==> src/rtl/wsctl_pkg.sv <==
// Package for the WebSocket control frame handler.
// Holds the opcode, kind and UTF-8 class codes and the shared structs.
// No dependencies.
package wsctl_pkg;

   localparam logic [3:0] OP_CLOSE = 4'h8;
   localparam logic [3:0] OP_PING  = 4'h9;
   localparam logic [3:0] OP_PONG  = 4'hA;

   localparam logic [1:0] KIND_CLOSE   = 2'd0;
   localparam logic [1:0] KIND_PING    = 2'd1;
   localparam logic [1:0] KIND_PONG    = 2'd2;
   localparam logic [1:0] KIND_INVALID = 2'd3;

   localparam logic [6:0] MAX_LEN = 7'd125;

   localparam logic [7:0] FAIL_CODE_HI = 8'h03;
   localparam logic [7:0] FAIL_CODE_LO = 8'hEA;

   localparam logic [15:0] CODE_STD_LO  = 16'd1000;
   localparam logic [15:0] CODE_STD_HI  = 16'd1003;
   localparam logic [15:0] CODE_EXT_LO  = 16'd1007;
   localparam logic [15:0] CODE_EXT_HI  = 16'd1011;
   localparam logic [15:0] CODE_APP_LO  = 16'd3000;
   localparam logic [15:0] CODE_APP_HI  = 16'd4999;

   localparam logic [2:0] LEAD_NONE = 3'd0;
   localparam logic [2:0] LEAD_E0   = 3'd1;
   localparam logic [2:0] LEAD_ED   = 3'd2;
   localparam logic [2:0] LEAD_F0   = 3'd3;
   localparam logic [2:0] LEAD_F4   = 3'd4;

   typedef struct packed {
      logic [1:0] pending;
      logic [2:0] lead_class;
      logic       bad;
   } utf8_state_type;

   typedef struct packed {
      logic [7:0] out_byte;
      logic [6:0] out_pos;
      logic [1:0] frame_kind;
      logic       utf8_error;
      logic       last_of_frame;
   } result_type;

endpackage

==> src/rtl/websocket_control_frame_handler_core.sv <==
// WebSocket control frame handler: unmasks close and ping payloads,
// checks the close code and reason text, and rewrites ping as pong.
// Depends on wsctl_pkg and wsctl_utf8.
// The first result of a word is registered and on rsp_* in the cycle after it is accepted.
// Throughput: one word per cycle while rsp_tready is high; a word with two results (frame
// start, second close code byte) holds req_tready low while the two-entry result buffer
// drains. The rate is set by the single output port of that buffer.
// Reset (synchronous, active high) empties the buffer and clears the frame state.
module websocket_control_frame_handler_core (
   input  logic        clock,
   input  logic        reset,
   input  logic        req_tvalid,
   output logic        req_tready,
   // head_first[7:0], head_second[15:8], payload_len[22:16], mask_key[54:23],
   // payload_byte[62:55], zero[63]
   input  logic [63:0] req_tdata,
   // func[0]
   input  logic        req_tuser,
   output logic        rsp_tvalid,
   input  logic        rsp_tready,
   // out_byte[7:0], out_pos[14:8], zero[15]
   output logic [15:0] rsp_tdata,
   // frame_kind[1:0], utf8_error[2]
   output logic [2:0]  rsp_tuser,
   output logic        rsp_tlast
);

   logic [7:0]  head_first;
   logic [7:0]  head_second;
   logic [6:0]  payload_len;
   logic [31:0] mask_key;
   logic [7:0]  payload_byte;

   assign head_first   = req_tdata[7:0];
   assign head_second  = req_tdata[15:8];
   assign payload_len  = req_tdata[22:16];
   assign mask_key     = req_tdata[54:23];
   assign payload_byte = req_tdata[62:55];

   logic [1:0]  kind_ff, kind_in;
   logic [31:0] key_ff, key_in;
   logic [6:0]  left_ff, left_in;
   logic [6:0]  index_ff, index_in;
   logic [7:0]  held_ff, held_in;
   wsctl_pkg::utf8_state_type utf8_ff, utf8_in, utf8_step;

   wsctl_pkg::result_type slot0_ff, slot0_in, slot1_ff, slot1_in;
   wsctl_pkg::result_type res0, res1;
   logic [1:0] count_ff, count_in;
   logic [1:0] res_count;

   logic accept, pop;
   logic [6:0] len_sat;
   logic [1:0] start_kind;
   logic [7:0] key_byte, plain;
   logic [6:0] pos;
   logic       last;
   logic [15:0] close_code;
   logic        code_ok;

   assign pop        = rsp_tvalid && rsp_tready;
   assign req_tready = (count_ff == 2'd0) || (count_ff == 2'd1 && rsp_tready);
   assign accept     = req_tvalid && req_tready;

   assign rsp_tvalid = (count_ff != 2'd0);
   assign rsp_tdata  = {1'b0, slot0_ff.out_pos, slot0_ff.out_byte};
   assign rsp_tuser  = {slot0_ff.utf8_error, slot0_ff.frame_kind};
   assign rsp_tlast  = slot0_ff.last_of_frame;

   wsctl_utf8 u_utf8 (
      .state_cur  (utf8_ff),
      .char_byte  (plain),
      .state_next (utf8_step)
   );

   always_comb begin
      len_sat = (payload_len > wsctl_pkg::MAX_LEN) ? wsctl_pkg::MAX_LEN : payload_len;
      unique case (head_first[3:0])
         wsctl_pkg::OP_CLOSE: start_kind = wsctl_pkg::KIND_CLOSE;
         wsctl_pkg::OP_PING:  start_kind = wsctl_pkg::KIND_PING;
         wsctl_pkg::OP_PONG:  start_kind = wsctl_pkg::KIND_PONG;
         default:             start_kind = wsctl_pkg::KIND_INVALID;
      endcase
      case (index_ff[1:0])
         2'd0:    key_byte = key_ff[31:24];
         2'd1:    key_byte = key_ff[23:16];
         2'd2:    key_byte = key_ff[15:8];
         default: key_byte = key_ff[7:0];
      endcase
      plain      = payload_byte ^ key_byte;
      pos        = index_ff + 7'd2;
      last       = (left_ff == 7'd1);
      close_code = {held_ff, plain};
      code_ok    = (close_code >= wsctl_pkg::CODE_STD_LO && close_code <= wsctl_pkg::CODE_STD_HI)
                || (close_code >= wsctl_pkg::CODE_EXT_LO && close_code <= wsctl_pkg::CODE_EXT_HI)
                || (close_code >= wsctl_pkg::CODE_APP_LO && close_code <= wsctl_pkg::CODE_APP_HI);
   end

   always_comb begin
      kind_in   = kind_ff;
      key_in    = key_ff;
      left_in   = left_ff;
      index_in  = index_ff;
      held_in   = held_ff;
      utf8_in   = utf8_ff;
      res_count = 2'd0;
      res0      = '{out_byte: payload_byte, out_pos: pos, frame_kind: kind_ff,
                    utf8_error: 1'b0, last_of_frame: last};
      res1      = res0;
      if (req_tuser == 1'b0) begin
         kind_in  = start_kind;
         key_in   = mask_key;
         left_in  = len_sat;
         index_in = 7'd0;
         held_in  = 8'd0;
         utf8_in  = '0;
         res_count = 2'd2;
         res0.out_byte      = head_first;
         res0.out_pos       = 7'd0;
         res0.frame_kind    = start_kind;
         res0.last_of_frame = 1'b0;
         if (start_kind == wsctl_pkg::KIND_PING) begin
            res0.out_byte = {head_first[7:4], wsctl_pkg::OP_PONG};
         end
         res1 = res0;
         res1.out_byte      = head_second;
         res1.out_pos       = 7'd1;
         res1.last_of_frame = (len_sat == 7'd0);
         if (start_kind == wsctl_pkg::KIND_CLOSE || start_kind == wsctl_pkg::KIND_PING) begin
            res1.out_byte = {1'b0, head_second[6:0]};
         end
      end else if (left_ff != 7'd0) begin
         index_in = index_ff + 7'd1;
         left_in  = left_ff - 7'd1;
         res_count = 2'd1;
         if (kind_ff == wsctl_pkg::KIND_PING) begin
            res0.out_byte = plain;
         end else if (kind_ff == wsctl_pkg::KIND_CLOSE) begin
            res0.out_byte = plain;
            if (index_ff == 7'd0) begin
               if (last) begin
                  res0.out_byte = wsctl_pkg::FAIL_CODE_HI;
               end else begin
                  held_in   = plain;
                  res_count = 2'd0;
               end
            end else if (index_ff == 7'd1) begin
               res_count = 2'd2;
               res0.out_byte      = code_ok ? held_ff : wsctl_pkg::FAIL_CODE_HI;
               res0.out_pos       = 7'd2;
               res0.last_of_frame = 1'b0;
               res1 = res0;
               res1.out_byte      = code_ok ? plain : wsctl_pkg::FAIL_CODE_LO;
               res1.out_pos       = 7'd3;
               res1.last_of_frame = last;
            end else begin
               utf8_in = utf8_step;
               res0.utf8_error = last && (utf8_step.bad || utf8_step.pending != 2'd0);
            end
         end
      end
   end

   always_comb begin
      slot0_in = slot0_ff;
      slot1_in = slot1_ff;
      count_in = count_ff;
      if (accept) begin
         slot0_in = res0;
         slot1_in = res1;
         count_in = res_count;
      end else if (pop) begin
         slot0_in = slot1_ff;
         count_in = count_ff - 2'd1;
      end
   end

   always_ff @(posedge clock) begin
      if (reset) begin
         kind_ff  <= wsctl_pkg::KIND_INVALID;
         key_ff   <= '0;
         left_ff  <= '0;
         index_ff <= '0;
         held_ff  <= '0;
         utf8_ff  <= '0;
         count_ff <= '0;
      end else begin
         if (accept) begin
            kind_ff  <= kind_in;
            key_ff   <= key_in;
            left_ff  <= left_in;
            index_ff <= index_in;
            held_ff  <= held_in;
            utf8_ff  <= utf8_in;
         end
         count_ff <= count_in;
      end
   end

   always_ff @(posedge clock) begin
      slot0_ff <= slot0_in;
      slot1_ff <= slot1_in;
   end

endmodule

==> src/rtl/wsctl_utf8.sv <==
// Strict UTF-8 decoder step: next checker state for one reason text byte.
// Depends on wsctl_pkg for the state struct and lead byte class codes.
module wsctl_utf8 (
   input  wsctl_pkg::utf8_state_type state_cur,
   input  logic [7:0]                char_byte,
   output wsctl_pkg::utf8_state_type state_next
);

   logic [7:0] range_lo;
   logic [7:0] range_hi;

   always_comb begin
      range_lo = 8'h80;
      range_hi = 8'hBF;
      case (state_cur.lead_class)
         wsctl_pkg::LEAD_E0: range_lo = 8'hA0;
         wsctl_pkg::LEAD_ED: range_hi = 8'h9F;
         wsctl_pkg::LEAD_F0: range_lo = 8'h90;
         wsctl_pkg::LEAD_F4: range_hi = 8'h8F;
         default: ;
      endcase
   end

   always_comb begin
      state_next            = state_cur;
      state_next.lead_class = wsctl_pkg::LEAD_NONE;
      if (state_cur.pending != 2'd0) begin
         if (char_byte < range_lo || char_byte > range_hi) begin
            state_next.bad     = 1'b1;
            state_next.pending = 2'd0;
         end else begin
            state_next.pending = state_cur.pending - 2'd1;
         end
      end else if (char_byte <= 8'h7F) begin
         state_next.pending = 2'd0;
      end else if (char_byte >= 8'hC2 && char_byte <= 8'hDF) begin
         state_next.pending = 2'd1;
      end else if (char_byte >= 8'hE0 && char_byte <= 8'hEF) begin
         state_next.pending = 2'd2;
         if (char_byte == 8'hE0) begin
            state_next.lead_class = wsctl_pkg::LEAD_E0;
         end else if (char_byte == 8'hED) begin
            state_next.lead_class = wsctl_pkg::LEAD_ED;
         end
      end else if (char_byte >= 8'hF0 && char_byte <= 8'hF4) begin
         state_next.pending = 2'd3;
         if (char_byte == 8'hF0) begin
            state_next.lead_class = wsctl_pkg::LEAD_F0;
         end else if (char_byte == 8'hF4) begin
            state_next.lead_class = wsctl_pkg::LEAD_F4;
         end
      end else begin
         state_next.bad = 1'b1;
      end
   end

endmodule

==> config.mk <==
export PLATFORM = sky130hd
export DESIGN_NAME = websocket_control_frame_handler_core
export DESIGN_NICKNAME = d
export VERILOG_FILES = /design/src/rtl/wsctl_pkg.sv /design/src/rtl/websocket_control_frame_handler_core.sv /design/src/rtl/wsctl_utf8.sv
export SDC_FILE = /design/constraint.sdc
export NUM_CORES = 1
export LEC_CHECK = 0
export ABC_CLOCK_PERIOD_IN_PS = 4440
export BUFFER_PORTS_ARGS = -buffer_cell sky130_fd_sc_hd__buf_2
export CORE_MARGIN = 2
export CORE_UTILIZATION = 31
export DETAILED_ROUTE_END_ITERATION = 8
export HOLD_SLACK_MARGIN = 0.02
export MAX_ROUTING_LAYER = met4
export PLACE_DENSITY = 0.56
export SLEW_MARGIN = 15
export SYNTH_ARGS = -nofsm -noshare
export SYNTH_HDL_FRONTEND = slang
export SYNTH_SLANG_ARGS = --single-unit
==> constraint.sdc <==
create_clock -name clock -period 4.44 [get_ports clock]
set_clock_uncertainty 0.2 [all_clocks]
set_input_delay 1.11 -clock clock [delete_from_list [all_inputs] [get_ports clock]]
set_output_delay 1.11 -clock clock [all_outputs]
set_load 0.01 [all_outputs]
Yosys cells after proc, flatten, opt, wreduce, memory -nomap -nowiden

Cells that the tools add are included.

Add/sub/neg operators: 5
Magnitude comparators: 16
Eq/ne operators: 25
Muxes and demuxes: 77
Bitwise operators: 4
Reductions and logical operators: 32

Operator list:

| cell                   | count |
|---|---|
| $mux W19               | 8 |
| $mux W8                | 12 |
| $mux W15               | 4 |
| $mux W7                | 7 |
| $mux W2                | 18 |
| $mux W6                | 6 |
| $eq A8 B8 Y1 const B   | 4 |
| $ge A16 B10 Y1 const B | 2 |
| $le A16 B10 Y1 const B | 2 |
| $ge A8 B8 Y1 const B   | 3 |
| $le A8 B8 Y1 const B   | 3 |
| $pmux W6 S2            | 2 |
| $pmux W8 S3            | 1 |
| $ge A16 B12 Y1 const B | 1 |
| $le A16 B13 Y1 const B | 1 |
| $eq A7 B1 Y1 const B   | 2 |
| $logic_not A7 Y1       | 2 |
| $eq A4 B4 Y1 const B   | 3 |
| $mux W3                | 4 |
| $mux W4                | 3 |
| $reduce_and A6 Y1      | 2 |
| $logic_and A1 B1 Y1    | 10 |
| $mux W5                | 2 |
| $mux W1                | 9 |
| 24 further kinds       | 48 |

Bits in registers: 102
Output and inout bits: 22

Depth between registers and ports, before layout

Depth in word-level cells: 21
Mapped depth: 13

Hierarchy

From an unflattened synthesis, not the netlist that was laid out.

Cell total of the unflattened synthesis: 651
Area total of the unflattened synthesis: 5527.8 µm²

By module, submodules not included:

| module                               | instances | cells an instance | area each (µm²) |
|---|---|---|---|
| websocket_control_frame_handler_core | 1         | 606               | 5221.3 |
| wsctl_utf8                           | 1         | 45                | 306.5 |

Worst setup path before layout

OpenSTA, ideal clock, no wires.

Path kind: flip-flop to flip-flop
From: reg index_ff[1]
To: reg slot0_ff (netlist bit rsp_tuser[2]) (data pin)
Library setup time: 0.160 ns
Arrival time: 2.965 ns
Slack: 1.115 ns
Stages on the path, launching flop included: 14
Path buffers: 1
Period minus slack after synthesis: 3.325 ns
Cell sequence: dfxtp_1 -> inv_1 -> ha_1 -> buf_4 -> a222oi_1 -> mux2i_1 -> xnor2_1 -> inv_2 -> ha_1 -> nor2_1 -> a2111oi_0 -> nor2b_1 -> a31oi_1 -> a41oi_1

Longest elaborated chain between the ends: 20

Ends and longest elaborated chain:

| element                                      | RTL line                                    | text |
|---|---|---|
| from (decl)                                  | websocket_control_frame_handler_core.sv:43  | `logic [6:0] index_ff, index_in;` |
| from (signal assigned)                       | websocket_control_frame_handler_core.sv:192 | `index_ff <= index_in;` |
| $eq A2 B2 Y1 (tied with other cells)         | websocket_control_frame_handler_core.sv:84  | `case (index_ff[1:0])` |
| $pmux W8 S3                                  | websocket_control_frame_handler_core.sv:84  |  |
| $xor A8 B8 Y8                                | websocket_control_frame_handler_core.sv:90  | `plain = payload_byte ^ key_byte;` |
| $ge A8 B8 Y1 or $le A8 B8 Y1 (tied branches) | wsctl_utf8.sv:45                            | `end else if (char_byte >= 8'hF0 && char_byte <= 8'hF4) begin` |
| $logic_and A1 B1 Y1                          | wsctl_utf8.sv:45                            |  |
| $mux W5                                      | wsctl_utf8.sv:45                            |  |
| $mux W5                                      | wsctl_utf8.sv:38                            | `end else if (char_byte >= 8'hE0 && char_byte <= 8'hEF) begin` |
| $mux W2                                      | wsctl_utf8.sv:36                            | `end else if (char_byte >= 8'hC2 && char_byte <= 8'hDF) begin` |
| [... 4 more ...]                             | n/a                                         |  |
| $logic_and A1 B1 Y1                          | websocket_control_frame_handler_core.sv:158 | `res0.utf8_error = last && (utf8_step.bad \|\| utf8_step.pending != 2'd0);` |
| $mux W1                                      | websocket_control_frame_handler_core.sv:147 | `end else if (index_ff == 7'd1) begin` |
| $mux W2 *                                    | websocket_control_frame_handler_core.sv:140 | `if (index_ff == 7'd0) begin` |
| $mux W2 *                                    | websocket_control_frame_handler_core.sv:138 | `end else if (kind_ff == wsctl_pkg::KIND_CLOSE) begin` |
| $mux W2 *                                    | websocket_control_frame_handler_core.sv:136 | `if (kind_ff == wsctl_pkg::KIND_PING) begin` |
| $mux W2 *                                    | websocket_control_frame_handler_core.sv:132 | `end else if (left_ff != 7'd0) begin` |
| $mux W1 *                                    | websocket_control_frame_handler_core.sv:110 | `if (req_tuser == 1'b0) begin` |
| $mux W19 *                                   | websocket_control_frame_handler_core.sv:168 | `if (accept) begin` |
| to (signal assigned)                         | websocket_control_frame_handler_core.sv:201 | `slot0_ff <= slot0_in;` |
| to (decl)                                    | websocket_control_frame_handler_core.sv:47  | `wsctl_pkg::result_type slot0_ff, slot0_in, slot1_ff, slot1_in;` |

Mark *: on every way between the ends. The rest lies on a longest branch, timed or not.
A chain may end at the register's enable or synchronous reset.

Worst setup path in the final report

Same ends and word-level chain as after synthesis.

==> results.md <==
* Final-layout setup total negative slack at 0 ps
* Critical path's top delay family: compound AO/OA/AOI/OAI gates
* Hold path startpoint: key_ff[17]
* Crit Reg-Reg Startpoint: index_ff[1]
* Global route total overflow at 0
* Largest driver fanout on the critical path at 11
* Worst voltage drop across the vdd grid at between 200 and 250 µV
* Final hold vios at 0
* All-layer global routing usage at 17.88%
* Post-synth EDFFs at 37
* Most repeated library cell on the critical path: sky130_fd_sc_hd__ha_1
* Cells along the critical path: inv_1 > ha_1 > a222oi_1 > mux2i_1 > xnor2_1 > inv_2 > ha_1 > nor2_1 > a2111oi_0 > buf_4 > nor2b_1 > a31oi_1 > a41oi_1
* Count of cells along the worst hold path at 2
* Highest-delay cell along the critical path: sky130_fd_sc_hd__a222oi_1
* Flop-to-flop setup slack at slightly below 500 ps
* Sequential fraction of the synthesis area at 43.56%
* Areal power density over the cells at 411.7 mW/mm²
* Mean routed wirelength per cell at 16.81 µm
* Clock net sink count at 101
* Slew at the pin closest to its max-slew limit at 851.0 ps
* Number of setup buffers added after CTS at 0
* Most frequent standard cell in the layout excluding fill and tap cells: sky130_fd_sc_hd__nand2_1
* Post-detailed-placement half-perimeter wirelength at 11460 µm
* Delay of the slowest cell on the worst path at between 500 and 600 ps
* Vias in the first global route at 4644
* Area used by multi-input combinational logic at 0.002834 mm²
* Synth area leader: sky130_fd_sc_hd__dfxtp_1
* Critical path arrival at between 3000 and 4000 ps
* Wire length of the first global-routing pass at 24770 µm
* Endpoint, Worst Hold: key_ff[17]
* Clk Tree Root Cell: sky130_fd_sc_hd__clkbuf_16
* Die outline height at 137.1 µm
* Horiz. Die Dim at between 100 and 150 µm
* Seq. cell area at 0.002392 mm²
* Average vias per placed instance at 5.191
* Total number of vias at 4864
* Final Wtd Congestion at roughly 0.90
* Number of instances resized during post-cts repair at 0
* Final hold slack at approximately 250 ps
* Flip-flop and latch count after synthesis at 101
* Max-capacitance violation count at 0
* Clock buffer count from CTS at 9
* Aggregate routed wire length at 15750 µm
* Worst min-delay path category: flop to flop
* Share of post-route cells with drive strength above 1 at 19.80%
* Length of the first detailed-routing pass in iterations at 5
* Setup violations, final at 0
* Peak Freq at roughly 250 MHz
* Count of unique library cells instantiated by Yosys at 71
* Crit path capture type: flop
* Post-route minimum period at 3955 ps
* Area of the core at 0.01730 mm²
* Initial cell density of the core at 31.75%
* Required time of the worst setup path at 4430 ps
* Number of primary I/O pins at 91
* Post-synthesis instance area at 0.005492 mm²
* Most frequent cells in the layout: sky130_fd_sc_hd__nand2_1, sky130_fd_sc_hd__buf_2, sky130_fd_sc_hd__dfxtp_1, sky130_fd_sc_hd__a21oi_1, sky130_fd_sc_hd__nor2_1
* Warnings, synthesis at 0
* Antenna violations before repair at 0
* Diodes inserted at 0
* Iter 0 DRT Violations at 345
* Area share of the largest cell type after synthesis at 23.33%
* Max-slew violation count at 0
* Slew HR at a little over two fifths
* Avg Inst Size Synth at around 8.7 µm²
* Critical path start-end classification: flop to flop
* Run status: finished clean
* Remaining antenna violation count after routing at 0
* Number of input and output port buffers inserted at 88
* Leakage dissipation at 2.414 nW
* Number of hold buffers added after cts at 0
* Crit share post-route at 89.07%
* Launching element type of the critical path: flop
* Number of remaining DRC errors at 0
* Total nets after synthesis at 712
* Number of H-tree levels at 3
* Area added between synthesis and finish at 17.48%
* Worst R2R End: rsp_tuser[2]
* Cell depth of the worst flop-to-flop path at 13
* Final net count at approximately 790
* Overall die area at 0.01880 mm²
* Filler Cells Inserted at 1823
* Largest net degree at the start of global routing at 37
* Async set-or-reset flop fraction in the synthesized netlist at 0%
* Clock-pin slew on the worst setup and hold paths at 60 ps
* CTS tree: built
* Critical path buffer and inverter count at 3
* Synth Instances at 630
* Buffer depth of the longest clock path at 2
* Flip-flop cell with the highest count after synthesis: sky130_fd_sc_hd__dfxtp_1
* FP Rows at 48
* Main area contributors after synthesis: sky130_fd_sc_hd__dfxtp_1, sky130_fd_sc_hd__edfxtp_1, sky130_fd_sc_hd__nand2_1
* Clock latency on the worst-skew pair at 360 ps
* RSZ-0062 raised after global routing: no
==> where the power goes <==
part           switching (mW)  internal (mW)  total, mW
Clock                   0.352          0.414      0.766
Sequential             0.0546           1.10       1.15
Combinational           0.477          0.258      0.735
Total                   0.884           1.77       2.66
==> tightest hold or removal path: stages, from the launching register on <==
cell,delay (ps)
sky130_fd_sc_hd__dfxtp_1,310
sky130_fd_sc_hd__nand2_1,50
sky130_fd_sc_hd__a21oi_1,50
==> cells by family (layout without fill, tap and decap cells) <==
kind of cell               count (synthesis)  after routing  share of synthesized area (%)
muxes                                     14             14                          2.689
buffers and inverters                     66            148                          4.876
and+or+nand+nor                          243            243                          20.51
AOI/OAI and AO/OA                        169            169                          21.12
DFF                                      101            101                          43.56
adders and majority gates                 13             13                          2.962
xor gates and xnor gates                  23             23                          4.215
other                                      1              1                        0.06829
==> sequential cells by signal, summed over array words and instances, names as in the netlist <==
| signal | flops |
|---|---|
| utf8_ff | 6 |
| slot1_ff | 18 |
| rsp_tuser | 3 |
| left_ff | 7 |
| key_ff | 32 |
| index_ff | 7 |
| count_ff | 2 |
| kind_ff | 2 |
| rsp_tlast | 1 |
| held_ff | 8 |
| rsp_tdata | 15 |
==> routing by layer <==
metal | global-route usage [%] | vias to the layer above | wire (µm)
met5 | - | - | 0
met4 | 5.155 | 0 | 241
met3 | 3.852 | 15 | 1017
met2 | 26.62 | 145 | 6823
met1 | 24.39 | 2263 | 7668
li1 | - | 2441 | -
==> cell usage after synthesis (8+ instances only) <==
library cell,number
sky130_fd_sc_hd__a22oi_1,10
sky130_fd_sc_hd__nor3_1,18
sky130_fd_sc_hd__nor2_1,50
sky130_fd_sc_hd__a211oi_1,9
sky130_fd_sc_hd__xor2_1,9
sky130_fd_sc_hd__ha_1,13
sky130_fd_sc_hd__a31oi_1,10
sky130_fd_sc_hd__nand2_1,120
sky130_fd_sc_hd__inv_1,25
sky130_fd_sc_hd__nand3_1,10
sky130_fd_sc_hd__edfxtp_1,37
sky130_fd_sc_hd__a21oi_1,54
sky130_fd_sc_hd__o21ai_1,9
sky130_fd_sc_hd__xnor2_1,10
sky130_fd_sc_hd__a222oi_1,8
sky130_fd_sc_hd__clkbuf_1,26
sky130_fd_sc_hd__mux2i_1,8
sky130_fd_sc_hd__dfxtp_1,64
sky130_fd_sc_hd__o21ai_0,11
==> stage by stage <==
step	utilization, %	cell area, µm²	worst slack (ps)	instances	total power, mW
after floorplan	-	5492	1115	630	1.654
final	37.30	6451	485.2	937	2.656
after CTS	37.30	6451	504.1	937	2.682
after global placement	35.67	6170	532.2	921	1.905
after detailed placement	35.67	6170	532.7	921	1.910
after global routing	37.30	6451	207.8	937	2.807
==> worst max path at each step <==
| stage | start | end | slack, ps | cells past startpoint |
|---|---|---|---|---|
| 6_report | index_ff[1] | rsp_tuser[2] | 490 | 13 |
| 5_1_grt | index_ff[1] | rsp_tuser[2] | 210 | 13 |
| 4_1_cts | index_ff[1] | rsp_tuser[2] | 500 | 13 |
| 3_5_place_dp | index_ff[1] | rsp_tuser[2] | 530 | 13 |
| 3_3_place_gp | index_ff[1] | rsp_tuser[2] | 530 | 13 |
| 2_1_floorplan | index_ff[1] | rsp_tuser[2] | 1120 | 13 |
==> layout make-up <==
cell class	count	area share (%)
Timing Repair Buffer	103	8.573
Multi-Input combinational cell	463	43.93
Tap cell	225	4.364
Inverter	29	1.687
Clock inverter	3	0.3103
Clock buffer	13	4.054
Sequential cell	101	37.08
(Power assumes the default switching activity.)
